<file path="src/rtl/bfrq_pkg.sv">
`timescale 1ns / 1ps
// Package for the boosted FIFO run queue.
// Holds default sizes, operation codes and the controller command struct.
package bfrq_pkg;

   // Default sizes handed to the top-level parameters
   localparam int QUEUE_DEPTH_DEF  = 64;
   localparam int TASK_ID_BITS_DEF = 16;

   // Operation codes on req_func; the fourth code is a no-op
   localparam logic [1:0] FUNC_ADD    = 2'd0;
   localparam logic [1:0] FUNC_REMOVE = 2'd1;
   localparam logic [1:0] FUNC_PICK   = 2'd2;

   // Controller to datapath commands
   typedef struct packed {
      logic capture;  // latch the request and register the match vector
      logic execute;  // apply the update and load the result register
   } ctl_cmd_type;

endpackage

</file>
<file path="src/rtl/bfrq_ctrl.sv">
`timescale 1ns / 1ps
// Controller of the run queue: two-state sequencer and result valid flag.
// Depends on bfrq_pkg for the command struct.
module bfrq_ctrl (
   input  logic                  clock,
   input  logic                  reset,
   input  logic                  req_valid,
   output logic                  req_stall,
   output logic                  rsp_valid,
   input  logic                  rsp_stall,
   output bfrq_pkg::ctl_cmd_type cmd
);
   import bfrq_pkg::*;

   typedef enum logic [1:0] {
      ST_IDLE = 2'b01,
      ST_EXEC = 2'b10
   } state_type;

   state_type state_ff, state_in;
   logic      rsp_valid_ff, rsp_valid_in;
   logic      out_free;

   // Result register can take a new value when empty or being drained
   assign out_free = !rsp_valid_ff || !rsp_stall;

   assign req_stall   = (state_ff != ST_IDLE);
   assign cmd.capture = req_valid && (state_ff == ST_IDLE);
   assign cmd.execute = (state_ff == ST_EXEC) && out_free;

   // Next state
   always_comb begin
      state_in = state_ff;
      unique case (state_ff)
         ST_IDLE: begin
            if (req_valid) state_in = ST_EXEC;
         end
         ST_EXEC: begin
            if (out_free) state_in = ST_IDLE;
         end
         default: state_in = ST_IDLE;
      endcase
   end

   // Result valid: set on execute, held while the consumer stalls
   assign rsp_valid_in = cmd.execute || (rsp_valid_ff && rsp_stall);
   assign rsp_valid    = rsp_valid_ff;

   always_ff @(posedge clock) begin
      if (reset) begin
         state_ff     <= ST_IDLE;
         rsp_valid_ff <= 1'b0;
      end else begin
         state_ff     <= state_in;
         rsp_valid_ff <= rsp_valid_in;
      end
   end

`ifndef ASSERT_OFF
   a_accept_to_exec: assert property (@(posedge clock) disable iff (reset)
      (req_valid && !req_stall) |=> (state_ff == ST_EXEC))
      else $error("accepted request did not move to execute");
   a_execute_sets_valid: assert property (@(posedge clock) disable iff (reset)
      cmd.execute |=> rsp_valid_ff)
      else $error("execute did not present a result");
   a_exec_waits: assert property (@(posedge clock) disable iff (reset)
      ((state_ff == ST_EXEC) && !cmd.execute) |=> (state_ff == ST_EXEC))
      else $error("left execute without writing the result");
`endif

endmodule

</file>
<file path="src/rtl/bfrq_datapath.sv">
`timescale 1ns / 1ps
// Datapath of the run queue: shifting entry array, parallel match vector,
// update logic and result register. Depends on bfrq_pkg.
module bfrq_datapath #(
   parameter int QUEUE_DEPTH  = bfrq_pkg::QUEUE_DEPTH_DEF,
   parameter int TASK_ID_BITS = bfrq_pkg::TASK_ID_BITS_DEF
) (
   input  logic                               clock,
   input  logic                               reset,
   input  bfrq_pkg::ctl_cmd_type              cmd,
   input  logic [1:0]                         req_func,
   input  logic [TASK_ID_BITS-1:0]            req_task_id,
   input  logic                               req_boost,
   output logic [TASK_ID_BITS-1:0]            rsp_picked_task,
   output logic                               rsp_picked_valid,
   output logic                               rsp_removed_found,
   output logic                               rsp_overflow,
   output logic [$clog2(QUEUE_DEPTH+1)-1:0]   rsp_queue_length
);
   import bfrq_pkg::*;

   localparam int CNT_W = $clog2(QUEUE_DEPTH + 1);

   // Queue entries, entry 0 is the front
   logic [TASK_ID_BITS-1:0] entry_ff [QUEUE_DEPTH];
   logic [TASK_ID_BITS-1:0] entry_in [QUEUE_DEPTH];
   logic [TASK_ID_BITS-1:0] left_nb  [QUEUE_DEPTH];
   logic [TASK_ID_BITS-1:0] right_nb [QUEUE_DEPTH];
   logic [CNT_W-1:0]        count_ff, count_in;

   // Latched request and match vector
   logic [1:0]              op_ff;
   logic [TASK_ID_BITS-1:0] task_ff;
   logic                    boost_ff;
   logic [QUEUE_DEPTH-1:0]  match_ff, match_in;

   // Result register
   logic [TASK_ID_BITS-1:0] picked_ff, picked_in;
   logic                    pvalid_ff, pvalid_in;
   logic                    found_ff, found_in;
   logic                    ovf_ff, ovf_in;
   logic [CNT_W-1:0]        len_ff;

   logic [QUEUE_DEPTH-1:0]  valid_vec, last_vec, tail_vec;
   logic [QUEUE_DEPTH-1:0]  front_hits, shift_mask;
   logic                    last_hit, any_front, full, nonempty;

   // Per-entry neighbors, position decodes and compares
   for (genvar g = 0; g < QUEUE_DEPTH; g++) begin : g_entry
      if (g == QUEUE_DEPTH - 1) begin : g_last
         assign left_nb[g] = entry_ff[g];
      end else begin : g_mid
         assign left_nb[g] = entry_ff[g+1];
      end
      if (g == 0) begin : g_head
         assign right_nb[g] = task_ff;
      end else begin : g_body
         assign right_nb[g] = entry_ff[g-1];
      end
      assign valid_vec[g] = CNT_W'(g) < count_ff;
      assign last_vec[g]  = CNT_W'(g + 1) == count_ff;
      assign tail_vec[g]  = CNT_W'(g) == count_ff;
      assign match_in[g]  = entry_ff[g] == req_task_id;
   end

   // Remove search: last entry first, else frontmost hit among the others
   assign last_hit   = |(match_ff & last_vec);
   assign front_hits = match_ff & valid_vec & ~last_vec;
   assign any_front  = |front_hits;
   assign full       = count_ff == CNT_W'(QUEUE_DEPTH);
   assign nonempty   = count_ff != '0;

   // Prefix OR marks the first hit and every entry behind it
   always_comb begin
      shift_mask = front_hits;
      for (int k = 1; k < QUEUE_DEPTH; k = k * 2) begin
         shift_mask = shift_mask | (shift_mask << k);
      end
   end

   // Queue update and result for the latched operation
   always_comb begin
      entry_in  = entry_ff;
      count_in  = count_ff;
      picked_in = '0;
      pvalid_in = 1'b0;
      found_in  = 1'b0;
      ovf_in    = 1'b0;
      case (op_ff)
         FUNC_ADD: begin
            if (full) begin
               ovf_in = 1'b1;
            end else begin
               count_in = count_ff + CNT_W'(1);
               for (int i = 0; i < QUEUE_DEPTH; i++) begin
                  if (boost_ff) entry_in[i] = right_nb[i];
                  else if (tail_vec[i]) entry_in[i] = task_ff;
               end
            end
         end
         FUNC_REMOVE: begin
            if (last_hit) begin
               found_in = 1'b1;
               count_in = count_ff - CNT_W'(1);
            end else if (any_front) begin
               found_in = 1'b1;
               count_in = count_ff - CNT_W'(1);
               for (int i = 0; i < QUEUE_DEPTH; i++) begin
                  if (shift_mask[i]) entry_in[i] = left_nb[i];
               end
            end
         end
         FUNC_PICK: begin
            if (nonempty) begin
               picked_in = entry_ff[0];
               pvalid_in = 1'b1;
               count_in  = count_ff - CNT_W'(1);
               entry_in  = left_nb;
            end
         end
         default: ;
      endcase
   end

   // Control state
   always_ff @(posedge clock) begin
      if (reset) begin
         count_ff <= '0;
      end else if (cmd.execute) begin
         count_ff <= count_in;
      end
   end

   // Payload registers
   always_ff @(posedge clock) begin
      if (cmd.capture) begin
         op_ff    <= req_func;
         task_ff  <= req_task_id;
         boost_ff <= req_boost;
         match_ff <= match_in;
      end
      if (cmd.execute) begin
         entry_ff  <= entry_in;
         picked_ff <= picked_in;
         pvalid_ff <= pvalid_in;
         found_ff  <= found_in;
         ovf_ff    <= ovf_in;
         len_ff    <= count_in;
      end
   end

   assign rsp_picked_task   = picked_ff;
   assign rsp_picked_valid  = pvalid_ff;
   assign rsp_removed_found = found_ff;
   assign rsp_overflow      = ovf_ff;
   assign rsp_queue_length  = len_ff;

`ifndef ASSERT_OFF
   a_count_bound: assert property (@(posedge clock) disable iff (reset)
      count_ff <= CNT_W'(QUEUE_DEPTH))
      else $error("entry count above queue depth");
   a_overflow_full: assert property (@(posedge clock) disable iff (reset)
      cmd.execute |=> (!ovf_ff || (len_ff == CNT_W'(QUEUE_DEPTH))))
      else $error("overflow reported on a queue that is not full");
   a_pick_pops: assert property (@(posedge clock) disable iff (reset)
      (cmd.execute && (op_ff == FUNC_PICK) && nonempty)
      |=> (pvalid_ff && (count_ff == $past(count_ff) - CNT_W'(1))))
      else $error("pick did not pop one entry");
`endif

endmodule

</file>
<file path="src/rtl/boosted_fifo_run_queue.sv">
`timescale 1ns / 1ps
// Run queue of task IDs with front insertion on boost. A new request is not
// taken until the last one is executed: the parallel match vector is first
// registered, then the shift update over the entry registers is applied,
// which waits while the consumer stalls. Reset clears the entry count and
// both handshakes; entry contents are not cleared and need no clearing pass.
module boosted_fifo_run_queue #(
   parameter int QUEUE_DEPTH  = bfrq_pkg::QUEUE_DEPTH_DEF,
   parameter int TASK_ID_BITS = bfrq_pkg::TASK_ID_BITS_DEF
) (
   input  logic                               clock,
   input  logic                               reset,
   input  logic                               req_valid,
   output logic                               req_stall,
   input  logic [1:0]                         req_func,
   input  logic [TASK_ID_BITS-1:0]            req_task_id,
   input  logic                               req_boost,
   output logic                               rsp_valid,
   input  logic                               rsp_stall,
   output logic [TASK_ID_BITS-1:0]            rsp_picked_task,
   output logic                               rsp_picked_valid,
   output logic                               rsp_removed_found,
   output logic                               rsp_overflow,
   output logic [$clog2(QUEUE_DEPTH+1)-1:0]   rsp_queue_length
);
   import bfrq_pkg::*;

   ctl_cmd_type cmd;

   // Sequencer
   bfrq_ctrl u_ctrl (
      .clock     (clock),
      .reset     (reset),
      .req_valid (req_valid),
      .req_stall (req_stall),
      .rsp_valid (rsp_valid),
      .rsp_stall (rsp_stall),
      .cmd       (cmd)
   );

   // Queue storage and update
   bfrq_datapath #(
      .QUEUE_DEPTH  (QUEUE_DEPTH),
      .TASK_ID_BITS (TASK_ID_BITS)
   ) u_datapath (
      .clock             (clock),
      .reset             (reset),
      .cmd               (cmd),
      .req_func          (req_func),
      .req_task_id       (req_task_id),
      .req_boost         (req_boost),
      .rsp_picked_task   (rsp_picked_task),
      .rsp_picked_valid  (rsp_picked_valid),
      .rsp_removed_found (rsp_removed_found),
      .rsp_overflow      (rsp_overflow),
      .rsp_queue_length  (rsp_queue_length)
   );

endmodule
</file>
<file path="config.mk">
export PLATFORM = sky130hd
export DESIGN_NAME = boosted_fifo_run_queue
export DESIGN_NICKNAME = d
export VERILOG_FILES = /design/src/rtl/bfrq_pkg.sv /design/src/rtl/bfrq_ctrl.sv /design/src/rtl/bfrq_datapath.sv /design/src/rtl/boosted_fifo_run_queue.sv
export SDC_FILE = /design/constraint.sdc
export NUM_CORES = 2
export LEC_CHECK = 0
export ABC_AREA = 1
export BUFFER_PORTS_ARGS = -buffer_cell sky130_fd_sc_hd__buf_2
export CAP_MARGIN = 20
export CORE_MARGIN = 5
export CORE_UTILIZATION = 25
export CTS_CLUSTER_SIZE = 12
export DETAILED_ROUTE_END_ITERATION = 8
export HOLD_SLACK_MARGIN = 0.06
export PLACE_DENSITY_LB_ADDON = 0.3
export SETUP_SLACK_MARGIN = 0.5
export SYNTH_ARGS = -nofsm -noshare
export SYNTH_HDL_FRONTEND = slang
export SYNTH_SLANG_ARGS = --single-unit
</file>
<file path="constraint.sdc">
create_clock -name clock -period 5.3 [get_ports clock]
set_input_delay 0.265 -clock clock [delete_from_list [all_inputs] [get_ports clock]]
set_output_delay 0.265 -clock clock [all_outputs]
set_load 0.01 [all_outputs]
</file>
==> qor.csv <==
metric;value;unit
dieArea;277000;um2
r2r.worst_path.cells;20;
avgViaCountPerCell;5.25;
numCtsBuffers;136;
yosysSeqAreaShare;51.3;%
cp.required;5.83;ns
areaGrowthSynthToFinish;13.7;%
synth_cells;7410;
clk_latency;0.83;ns
yosysTopAreaCell;edfxtp_1;
dp.cells;10626;
routedWlPerCell;24.1;um
dpl.hpwl;184000;um
netlist.area_leader.share;51.0;%
gp_congestion;0.999;
slew_viol_final;0;
route.vias.total;57104;
core_area;265000;um2
reg2reg_from;u_datapath.count_ff[3];
finalSetupViolations;0;
grt_pass1_wl;385000;um
start_util;25.1;%
ioPinCount;51;
drtAntennaViolNets;0;
p_leak;26.1;nW
drt_iter0_drc;6935;
r2r_setup_slack;0.79;ns
cp.arrival;5.04;ns
synth_area_per_cell;9.00;um2
remaining_drc_errors;0;
finalSetupTns;0;ns
fmax;0.222;GHz
finalClockSkew;0.0457;ns
ys_ff_latch;1143;
cp_max_fo;16;
end_kind;flip-flop;
syn_nets;7444;
grt_pass1_vias;56031;
cts_tree;yes;
chipHeight;527;um
crit_start;u_datapath.count_ff[3];
post-route-period-util;85.1;%
hold_viol_final;0;
wirelength;263000;um
drtPass1Iterations;8;
min_period;4.51;ns
root_buffer;clkbuf_16;
relSlewSlack;17.4;%
irDropWorstVdd;337;uV
nets;7280;
worstMarginPinSlew;1.23;ns
yosys-top-cells-area;edfxtp_1 51%, xnor2_1 11%, nand2_1 9.3%;
p_per_area;301;nW/um2
cts_max_level;4;
clock_path_buffers;3;
cap_violations;0;
crit_type;reg -> reg;
grt_usage;18.1;%
cts.sinks;1143;
crit_path_end;u_datapath.entry_ff[85];
hold_class;in -> reg;
critPathLaunchType;flip-flop;
fill_cells;28225;
rows;189;
port_buffers;50;
globalRouteOverflowTotal;0;
drive_gt1_share;7.32;%
synth_area;66700;um2
dieWidth;527;um
clk_pin_slew;0.06;ns
r2r_end;u_datapath.entry_ff[85];
status;finished clean;
yosys_warnings;0;
grt_max_degree;239;
antenna_found_initial;5;
synth.distinct_cells;45;
rsz0062_at_grt;false;
final_cells;10886;
-- worst max-delay path: stages (launching register included) --
cell and delay (ns):
dfxtp_1 0.75, nand2_1 0.26, nor2_1 0.81, inv_1 0.24
nor2_1 0.32, nand2_1 0.09, nand2_1 0.07, nor2_1 0.06
nand2_1 0.07, nor2_1 0.06, nand2_1 0.15, nor2_4 0.11
o21ai_1 0.09, nand2_1 0.08, nand4_1 0.13, buf_12 0.20
buf_4 0.27, inv_1 0.12, nand2_1 0.08, nor2_1 0.07
buf_4 0.21
-- cells in the mapped netlist, drive strengths merged --
master   instances
edfxtp        1133
a311oi           2
a31oi            5
nand2         1656
a22oi          239
a21boi           5
ha              11
o2111ai         11
and3             1
buf             78
o221ai          74
nor3            85
dfxtp           10
o211ai           2
nor3b           10
nor2           314
and3b            1
or2              6
clkinv           2
nand3b           8
a221oi           1
a211oi           4
nor4b           31
o22ai            6
a21oi          795
inv            380
or4              1
o21ai          828
nand4          239
nand3          129
nor4            10
clkbuf         506
xnor2          807
o221a           17
o32ai            1
xor2             2
-- power breakdown --
part	switching, mW	internal (mW)
logic	2.42	1.02
clock network	4.01	5.00
registers	0.144	10.3
total	6.57	16.3
-- cells by family after synthesis --
logic type | after synthesis | share of synthesized area (%)
compound gates | 1990 | 16.5
fa+ha+maj | 11 | 0.206
simple gates | 2491 | 15.8
buf+inv | 966 | 5.54
flops | 1143 | 51.3
xor+xnor | 809 | 10.6
-- registers in the layout (all words and copies together) (netlist names) --
signal / cells
u_datapath.op_ff: 2
u_datapath.boost_ff: 1
u_datapath.rsp_picked_valid: 1
u_datapath.rsp_queue_length: 7
u_datapath.rsp_overflow: 1
u_datapath.rsp_picked_task: 16
u_ctrl.rsp_valid: 1
u_ctrl.state_ff: 2
u_datapath.rsp_removed_found: 1
u_datapath.match_ff: 64
u_datapath.count_ff: 7
u_datapath.entry_ff: 1024
u_datapath.task_ff: 16
-- area by class of cell --
class | count | area (um2) | area share (%)
Timing Repair Buffer | 282 | 2540 | 3.35
Sequential cell | 1143 | 34200 | 45.1
Inverter | 382 | 1440 | 1.89
Antenna cell | 4 | 10.0 | 0.0132
Tap cell | 3533 | 4420 | 5.83
Multi-Input combinational cell | 5301 | 29100 | 38.4
Clock inverter | 66 | 519 | 0.684
Clock buffer | 175 | 3620 | 4.77
-- metal layers --
metal	routed length, um	vias to the layer above	global-route usage (%)
met3	20600	375	2.94
li1	-	25634	-
met4	6310	0	4.96
met2	116000	2694	27.7
met1	120000	28401	26.3
met5	0	-	0
-- worst min-delay path by stage --
stage / from / endpoint / slack, ns / cells past startpoint
after global routing: req_func[0] / u_datapath.op_ff[0] / 0.15 / 2
final: req_func[0] / u_datapath.op_ff[0] / 0.18 / 2
after floorplan: reset / u_ctrl.rsp_valid / 0.33 / 1
after CTS: req_func[0] / u_datapath.op_ff[0] / 0.12 / 2
after global placement: req_func[0] / u_datapath.op_ff[0] / 0.46 / 1
after detailed placement: req_boost / u_datapath.boost_ff / 0.45 / 1
-- repair_timing --
| action | CTS | global route |
|---|---|---|
| endpoints found under the setup margin | 0 | 57 |
| setup buffers | 0 | 0 |
| gates resized for setup | 0 | 3 |
| endpoints found under the hold margin | 21 | 0 |
| hold buffers | 14 | 0 |
-- per-stage QoR --
stage / setup slack, ns / power, mW / util (%) / hold slack [ns] / instance area [um2]
6_report: 0.789 / 22.9 / 28.6 / 0.184 / 75900
3_3_place_gp: 0.537 / 13.9 / 26.9 / 0.462 / 71500
2_1_floorplan: 0.782 / 12.7 / - / 0.334 / 66700
3_5_place_dp: 0.842 / 13.9 / 27.0 / 0.447 / 71500
4_1_cts: 0.794 / 23.0 / 28.6 / 0.116 / 75800
5_1_grt: 0.517 / 23.7 / 28.6 / 0.151 / 75900
-- cell usage in the layout, fill, tap and decap left out, types with 5 or more instances in the layout --
cell type,n
buf_12,36
o221ai_1,74
nor2_4,23
clkinv_1,30
nor3_2,19
a31oi_1,5
o2111ai_1,11
o221a_2,17
clkbuf_1,34
nand3b_1,8
nor2_1,283
a22oi_1,239
nor3b_1,8
nand2_1,1654
clkinv_2,15
nand4_1,239
nor4b_1,30
o21ai_0,824
dlygate4sd3_1,14
nor3_1,66
inv_1,373
buf_4,195
dfxtp_1,10
nand3_1,128
edfxtp_1,1133
nor4_1,10
nor2_2,8
a21oi_1,795
o22ai_1,6
buf_2,35
ha_1,10
a21boi_0,5
inv_2,7
clkbuf_16,138
xnor2_1,807
clkinv_8,5
inv_6,5
or2_2,6
No activity file was read; power rests on OpenSTA's default activity.
